===== src/rtl/mexp_pkg.sv =====
// mexp_pkg: shared constants and types for the modular exponentiation block.
// Used by modular_exponentiation; no dependencies.
package mexp_pkg;

  localparam int unsigned EXP_BITS_DEF = 32;
  localparam int unsigned MOD_BITS_DEF = 30;

  localparam int unsigned BASE_W = 30;
  localparam int unsigned EXP_W  = 32;
  localparam int unsigned CFG_W  = 30;
  localparam int unsigned RES_W  = 30;

  localparam logic [CFG_W-1:0] MODULUS_RESET = 30'd1000000007;

  typedef enum logic [2:0] {
    S_IDLE,
    S_RED,
    S_BIT,
    S_MUL,
    S_SQR,
    S_OUT
  } mexp_state_e;

endpackage


===== src/rtl/modular_exponentiation.sv =====
// modular_exponentiation: top level, square-and-multiply sequencer around one
// shared bit-serial modular multiplier. Depends on mexp_pkg and mexp_mulmod.
//
// Computes base^exponent mod modulus, scanning the exponent from its LSB.
// The block takes one word at a time and is not ready while it works. All
// arithmetic goes through the single mexp_mulmod unit (OPW = max(30,
// MOD_BITS)): one product for base reduction, then per exponent bit a
// decision state, one product if the bit is set and one squaring. A modulus
// below 2 returns 0 in the cycle after the input handshake. The modulus
// register may only be written while idle.
module modular_exponentiation #(
  parameter int unsigned EXP_BITS = mexp_pkg::EXP_BITS_DEF,
  parameter int unsigned MOD_BITS = mexp_pkg::MOD_BITS_DEF
) (
  input  logic                         clk_i,
  input  logic                         rst_ni,
  input  logic                         cfg_we_i,
  input  logic [mexp_pkg::CFG_W-1:0]   cfg_wdata_i,
  input  logic                         in_valid_i,
  output logic                         in_ready_o,
  input  logic [mexp_pkg::BASE_W-1:0]  base_i,
  input  logic [mexp_pkg::EXP_W-1:0]   exponent_i,
  output logic                         out_valid_o,
  input  logic                         out_ready_i,
  output logic [mexp_pkg::RES_W-1:0]   power_result_o
);

  localparam int unsigned OPW = (MOD_BITS > mexp_pkg::BASE_W) ? MOD_BITS : mexp_pkg::BASE_W;
  localparam int unsigned CNT_W = $clog2(EXP_BITS + 1);

  mexp_pkg::mexp_state_e state_q, state_d;

  logic [mexp_pkg::CFG_W-1:0] mod_q;
  logic [EXP_BITS-1:0]        exp_q, exp_d;
  logic [CNT_W-1:0]           cnt_q, cnt_d;
  logic [MOD_BITS-1:0]        acc_q, acc_d, sq_q, sq_d;
  logic [MOD_BITS-1:0]        m;

  logic                mm_start, mm_done;
  logic [MOD_BITS-1:0] mm_a, mm_r;
  logic [OPW-1:0]      mm_b;

  assign m = MOD_BITS'(mod_q);

  mexp_mulmod #(
    .MOD_BITS (MOD_BITS),
    .OPW      (OPW)
  ) u_mulmod (
    .clk_i   (clk_i),
    .rst_ni  (rst_ni),
    .start_i (mm_start),
    .a_i     (mm_a),
    .b_i     (mm_b),
    .m_i     (m),
    .done_o  (mm_done),
    .r_o     (mm_r)
  );

  always_comb begin
    state_d  = state_q;
    exp_d    = exp_q;
    cnt_d    = cnt_q;
    acc_d    = acc_q;
    sq_d     = sq_q;
    mm_start = 1'b0;
    mm_a     = sq_q;
    mm_b     = OPW'(sq_q);
    unique case (state_q)
      mexp_pkg::S_IDLE: begin
        mm_a = MOD_BITS'(1);
        mm_b = OPW'(base_i);
        if (in_valid_i) begin
          exp_d = EXP_BITS'(exponent_i);
          cnt_d = CNT_W'(EXP_BITS);
          if (m < MOD_BITS'(2)) begin
            acc_d   = '0;
            state_d = mexp_pkg::S_OUT;
          end else begin
            mm_start = 1'b1;
            state_d  = mexp_pkg::S_RED;
          end
        end
      end
      mexp_pkg::S_RED: begin
        if (mm_done) begin
          sq_d    = mm_r;
          acc_d   = MOD_BITS'(1);
          state_d = mexp_pkg::S_BIT;
        end
      end
      mexp_pkg::S_BIT: begin
        if (cnt_q == '0) begin
          state_d = mexp_pkg::S_OUT;
        end else if (exp_q[0]) begin
          mm_b     = OPW'(acc_q);
          mm_start = 1'b1;
          state_d  = mexp_pkg::S_MUL;
        end else begin
          mm_start = 1'b1;
          state_d  = mexp_pkg::S_SQR;
        end
      end
      mexp_pkg::S_MUL: begin
        if (mm_done) begin
          acc_d    = mm_r;
          mm_start = 1'b1;
          state_d  = mexp_pkg::S_SQR;
        end
      end
      mexp_pkg::S_SQR: begin
        if (mm_done) begin
          sq_d    = mm_r;
          exp_d   = exp_q >> 1;
          cnt_d   = cnt_q - 1'b1;
          state_d = mexp_pkg::S_BIT;
        end
      end
      mexp_pkg::S_OUT: begin
        if (out_ready_i) begin
          state_d = mexp_pkg::S_IDLE;
        end
      end
      default: state_d = mexp_pkg::S_IDLE;
    endcase
  end

  always_ff @(posedge clk_i or negedge rst_ni) begin
    if (!rst_ni) begin
      state_q <= mexp_pkg::S_IDLE;
      mod_q   <= mexp_pkg::MODULUS_RESET;
    end else begin
      state_q <= state_d;
      if (cfg_we_i) begin
        mod_q <= cfg_wdata_i;
      end
    end
  end

  always_ff @(posedge clk_i) begin
    exp_q <= exp_d;
    cnt_q <= cnt_d;
    acc_q <= acc_d;
    sq_q  <= sq_d;
  end

  assign in_ready_o     = (state_q == mexp_pkg::S_IDLE);
  assign out_valid_o    = (state_q == mexp_pkg::S_OUT);
  assign power_result_o = mexp_pkg::RES_W'(acc_q);

endmodule


===== src/rtl/mexp_mulmod.sv =====
// mexp_mulmod: bit-serial modular multiplier, one multiplier bit per cycle.
// Computes (a * b) mod m for a < m. Depends on nothing outside this file.
module mexp_mulmod #(
  parameter int unsigned MOD_BITS = 30,
  parameter int unsigned OPW      = 30
) (
  input  logic                clk_i,
  input  logic                rst_ni,
  input  logic                start_i,
  input  logic [MOD_BITS-1:0] a_i,
  input  logic [OPW-1:0]      b_i,
  input  logic [MOD_BITS-1:0] m_i,
  output logic                done_o,
  output logic [MOD_BITS-1:0] r_o
);

  localparam int unsigned TW = MOD_BITS + 2;
  localparam int unsigned CW = $clog2(OPW + 1);

  logic [MOD_BITS-1:0] a_q, r_q, r_d;
  logic [OPW-1:0]      b_q;
  logic [CW-1:0]       cnt_q;
  logic                run_q, done_q;
  logic [TW-1:0]       t, mm, mm2;

  always_comb begin
    mm  = TW'(m_i);
    mm2 = mm << 1;
    t   = (TW'(r_q) << 1) + (b_q[OPW-1] ? TW'(a_q) : '0);
    if (t >= mm2) begin
      r_d = MOD_BITS'(t - mm2);
    end else if (t >= mm) begin
      r_d = MOD_BITS'(t - mm);
    end else begin
      r_d = MOD_BITS'(t);
    end
  end

  always_ff @(posedge clk_i or negedge rst_ni) begin
    if (!rst_ni) begin
      run_q  <= 1'b0;
      done_q <= 1'b0;
      cnt_q  <= '0;
    end else begin
      done_q <= 1'b0;
      if (start_i) begin
        run_q <= 1'b1;
        cnt_q <= CW'(OPW);
      end else if (run_q) begin
        cnt_q <= cnt_q - 1'b1;
        if (cnt_q == CW'(1)) begin
          run_q  <= 1'b0;
          done_q <= 1'b1;
        end
      end
    end
  end

  always_ff @(posedge clk_i) begin
    if (start_i) begin
      a_q <= a_i;
      b_q <= b_i;
      r_q <= '0;
    end else if (run_q) begin
      b_q <= b_q << 1;
      r_q <= r_d;
    end
  end

  assign done_o = done_q;
  assign r_o    = r_q;

endmodule

===== config.mk =====
export PLATFORM = sky130hd
export DESIGN_NAME = modular_exponentiation
export DESIGN_NICKNAME = d
export VERILOG_FILES = /design/src/rtl/mexp_pkg.sv /design/src/rtl/modular_exponentiation.sv /design/src/rtl/mexp_mulmod.sv
export SDC_FILE = /design/constraint.sdc
export NUM_CORES = 1
export LEC_CHECK = 0
export BUFFER_PORTS_ARGS = -buffer_cell sky130_fd_sc_hd__buf_2
export CORE_AREA = 4 4 207 209
export CTS_CLUSTER_SIZE = 12
export DETAILED_ROUTE_END_ITERATION = 6
export DIE_AREA = 0 0 211 213
export PLACE_DENSITY_LB_ADDON = 0.15
export SLEW_MARGIN = 20
export SYNTH_ARGS = -nofsm -noshare
export SYNTH_HDL_FRONTEND = slang
export SYNTH_SLANG_ARGS = --single-unit

===== constraint.sdc =====
create_clock -name clk_i -period 7.53 [get_ports clk_i]
set_clock_uncertainty 0.15 [all_clocks]
set_input_delay 0.3765 -clock clk_i [delete_from_list [all_inputs] [get_ports clk_i]]
set_output_delay 0.3765 -clock clk_i [all_outputs]
set_load 0.1 [all_outputs]

==> reports/metrics.yaml <==
htree_num_levels: 1
rr_worst_depth: 20
ant_nets: 0
crit_path_end_kind: "flop"
finalSetupViolations: 0
max_stage_delay_ns: 0.68
synth_area_leader_cell: "edfxtp_1"
period_needed_ns: 6.270
synth-xor-area-share_pct: 5.375
met3_length_mm: 2.119
async_reset_ff_share_pct: 17.54
clockBufferDepth: 3
start_kind: "flop"
wl_mm: 41.05
die_area_sq_um: 44940
cts_tree: "yes"
syn-cell-area_sq_um: 14180
cts_setup_buffers: 0
r2r-start: "u_mulmod.b_q[29]"
crit_required_ns: 7.79
synthSimpleGateAreaFrac_pct: 16.80
rrSetupSlack_ns: 1.26
relSlewSlack_pct: 34.51
cts_hold_buffers: 63
synth_common_cells: "nand2_1, edfxtp_1, a21oi_1"
clock-sinks: 228
vias_per_cell: 5.249
synth_flop_cell: "edfxtp_1"
routedWlPerCell_um: 18.56
gr-total-overflow: 0
io_buffers: 128
rr_endpoint: "u_mulmod.r_o[25]"
synthTopCellsByArea: "edfxtp_1, ha_1, nand2_1"
ctsResizeCount: 0
synthMuxAreaShare_pct: 1.553
min_path_cells: 3
netlist-cell-type-count: 76
highest_layer: "met4"
wl_met2_mm: 16.97
slew_viol_final: 0
n_fill_cell: 4046
max_freq_mhz: 159.5
cts_buffers: 27
fin_nets: 1852
max_slew.worst_pin.slew_ns: 0.9823
crit_fanout: 30
status: "finished, final reports clean"
die_w_um: 211
avgSynthCellArea_sq_um: 9.553
clockRootBuffer: "clkbuf_16"
grt_pass1_wl_mm: 64.04
first_global_vias: 11150
ys_seq_area_share_pct: 44.90
start_util_pct: 34.72
insertion_delay_ns: 0.54
wl_met1_mm: 21.24
rsz0062_at_grt: "false"
synthMostInstantiatedCell: "nand2_1"
gp_congestion: 0.8841
drc: 0
synth_top_family_by_area: "compound AO/OA/AOI/OAI gates"
cpMaxStageDelayCell: "edfxtp_1"
synth-adder-area-share_pct: 8.543
cp.arrival_ns: 6.53
yosysTopAreaCellShare_pct: 33.47
synth-edff-count: 158
path_buf_inv: 0
cap_violations: 0
dp_hpwl_mm: 30.75
finalHoldViolCount: 0
critical_path_class: "flop to flop"
hold_start: "base_i[0]"
ys_ff_latch: 228
yosys_warnings: 0
track_usage_pct: 17.79
ios: 129
grt_max_degree: 62
drtIter0Drc: 1032
num_rows: 74
die_y_um: 213
area_growth_pct: 18.89
dr.pass1.iters: 7
holdPathEnd: "u_mulmod.b_q[0]"
tns_ns: 0
diodes: 0
syn_nets: 1676
layout-drive-gt1-share_pct: 13.57
core_area_sq_um: 40830
netlist_instances: 1484
path_cells: "and2_1 -> ha_1 -> fa_1 -> a21oi_1 -> o211ai_1 -> and2b_1 -> o21a_1 -> nor2_1 -> xnor2_1 -> ha_1 -> and3_1 -> nand4_1 -> a21oi_1 -> o21ai_0 -> a31oi_1 -> o211ai_1 -> nor2_1 -> a221o_1 -> o31a_1 -> a211oi_1"
vias: 11610
crit_family: "compound AO/OA/AOI/OAI gates"
finalCritPeriodShare_pct: 83.27
clk_pin_slew_ns: 0.06
antenna_found_initial: 0
synth_compound_area_share_pct: 19.50
hp-class: "input pin to flop"
[how the worst max path moves through the flow]
stage	start	to	slack [ns]	depth (start not counted)
3_5_place_dp	u_mulmod.b_q[29]	u_mulmod.r_o[25]	1.20	20
2_1_floorplan	u_mulmod.b_q[29]	u_mulmod.r_o[27]	2.59	23
4_1_cts	u_mulmod.b_q[29]	u_mulmod.r_o[25]	1.20	20
6_report	u_mulmod.b_q[29]	u_mulmod.r_o[25]	1.26	20
5_1_grt	u_mulmod.b_q[29]	u_mulmod.r_o[25]	0.75	20
3_3_place_gp	u_mulmod.b_q[29]	u_mulmod.r_o[25]	1.30	20
[flip-flops by register name (all words and copies together), names as in the netlist]
signal           count
u_mulmod.run_q       1
exp_q               32
state_q              3
sq_q                30
u_mulmod.r_o        30
cnt_q                6
u_mulmod.cnt_q       5
m                   30
u_mulmod.done_o      1
u_mulmod.b_q        30
u_mulmod.a_q        30
power_result_o      30
[per-layer routing]
metal	global-route usage [%]	vias up
li1	-	5780
met1	28.21	5505
met2	26.10	278
met3	2.028	48
met4	3.689	0
met5	0	-
[worst min-delay path, delay by kind of cell]
kind            cells  cell delay, ns
buf+inv             1            0.11
simple gates        1            0.09
compound gates      1            0.06
[final cells by class]
cell class | count | area (sq um) | area share, %
multi-input combinational | 1136 | 7400 | 43.90
tap | 532 | 665.6 | 3.949
inverter | 60 | 225.2 | 1.336
clock inverter | 17 | 112.6 | 0.6681
sequential | 228 | 6366 | 37.77
clock buffer | 32 | 694.4 | 4.120
timing repair buffer | 207 | 1391 | 8.255
[placed cells by master, fill, tap and decap left out, types with 24 or more instances in the layout]
cell,instances
buf_2,128
a21o_1,33
dfxtp_1,30
ha_1,92
xnor2_1,48
o21ai_0,95
nor2b_1,38
a21oi_1,147
nand2_1,223
nor2_1,94
inv_1,59
edfxtp_1,158
dlygate4sd3_1,63
dfrtp_1,24
xor2_1,39
and2_1,61
clkbuf_16,27
a222oi_1,30
[through the flow]
stage	hold WS, ns	setup WS [ns]	area (sq um)	utilization, %	std cells
final	0.07476	1.260	16850	41.28	2212
after global routing	0.06223	0.7503	16850	41.28	2212
after CTS	0.02680	1.196	16850	41.27	2212
after detailed placement	0.3440	1.204	15410	37.75	2100
after global placement	0.3404	1.297	15410	37.75	2100
after floorplan	-0.06909	2.591	14180	-	1484
[cell families after synthesis]
| logic type | after synthesis |
|---|---|
| and+or+nand+nor | 510 |
| AOI/OAI and AO/OA | 423 |
| DFF | 228 |
| buffers and inverters | 120 |
| adders and majority gates | 95 |
| xor gates and xnor gates | 87 |
| muxes | 21 |
Power is left out: the tool's default activity adds up to more than one toggle a clock period on the data nets, which glitch-free logic cannot reach.
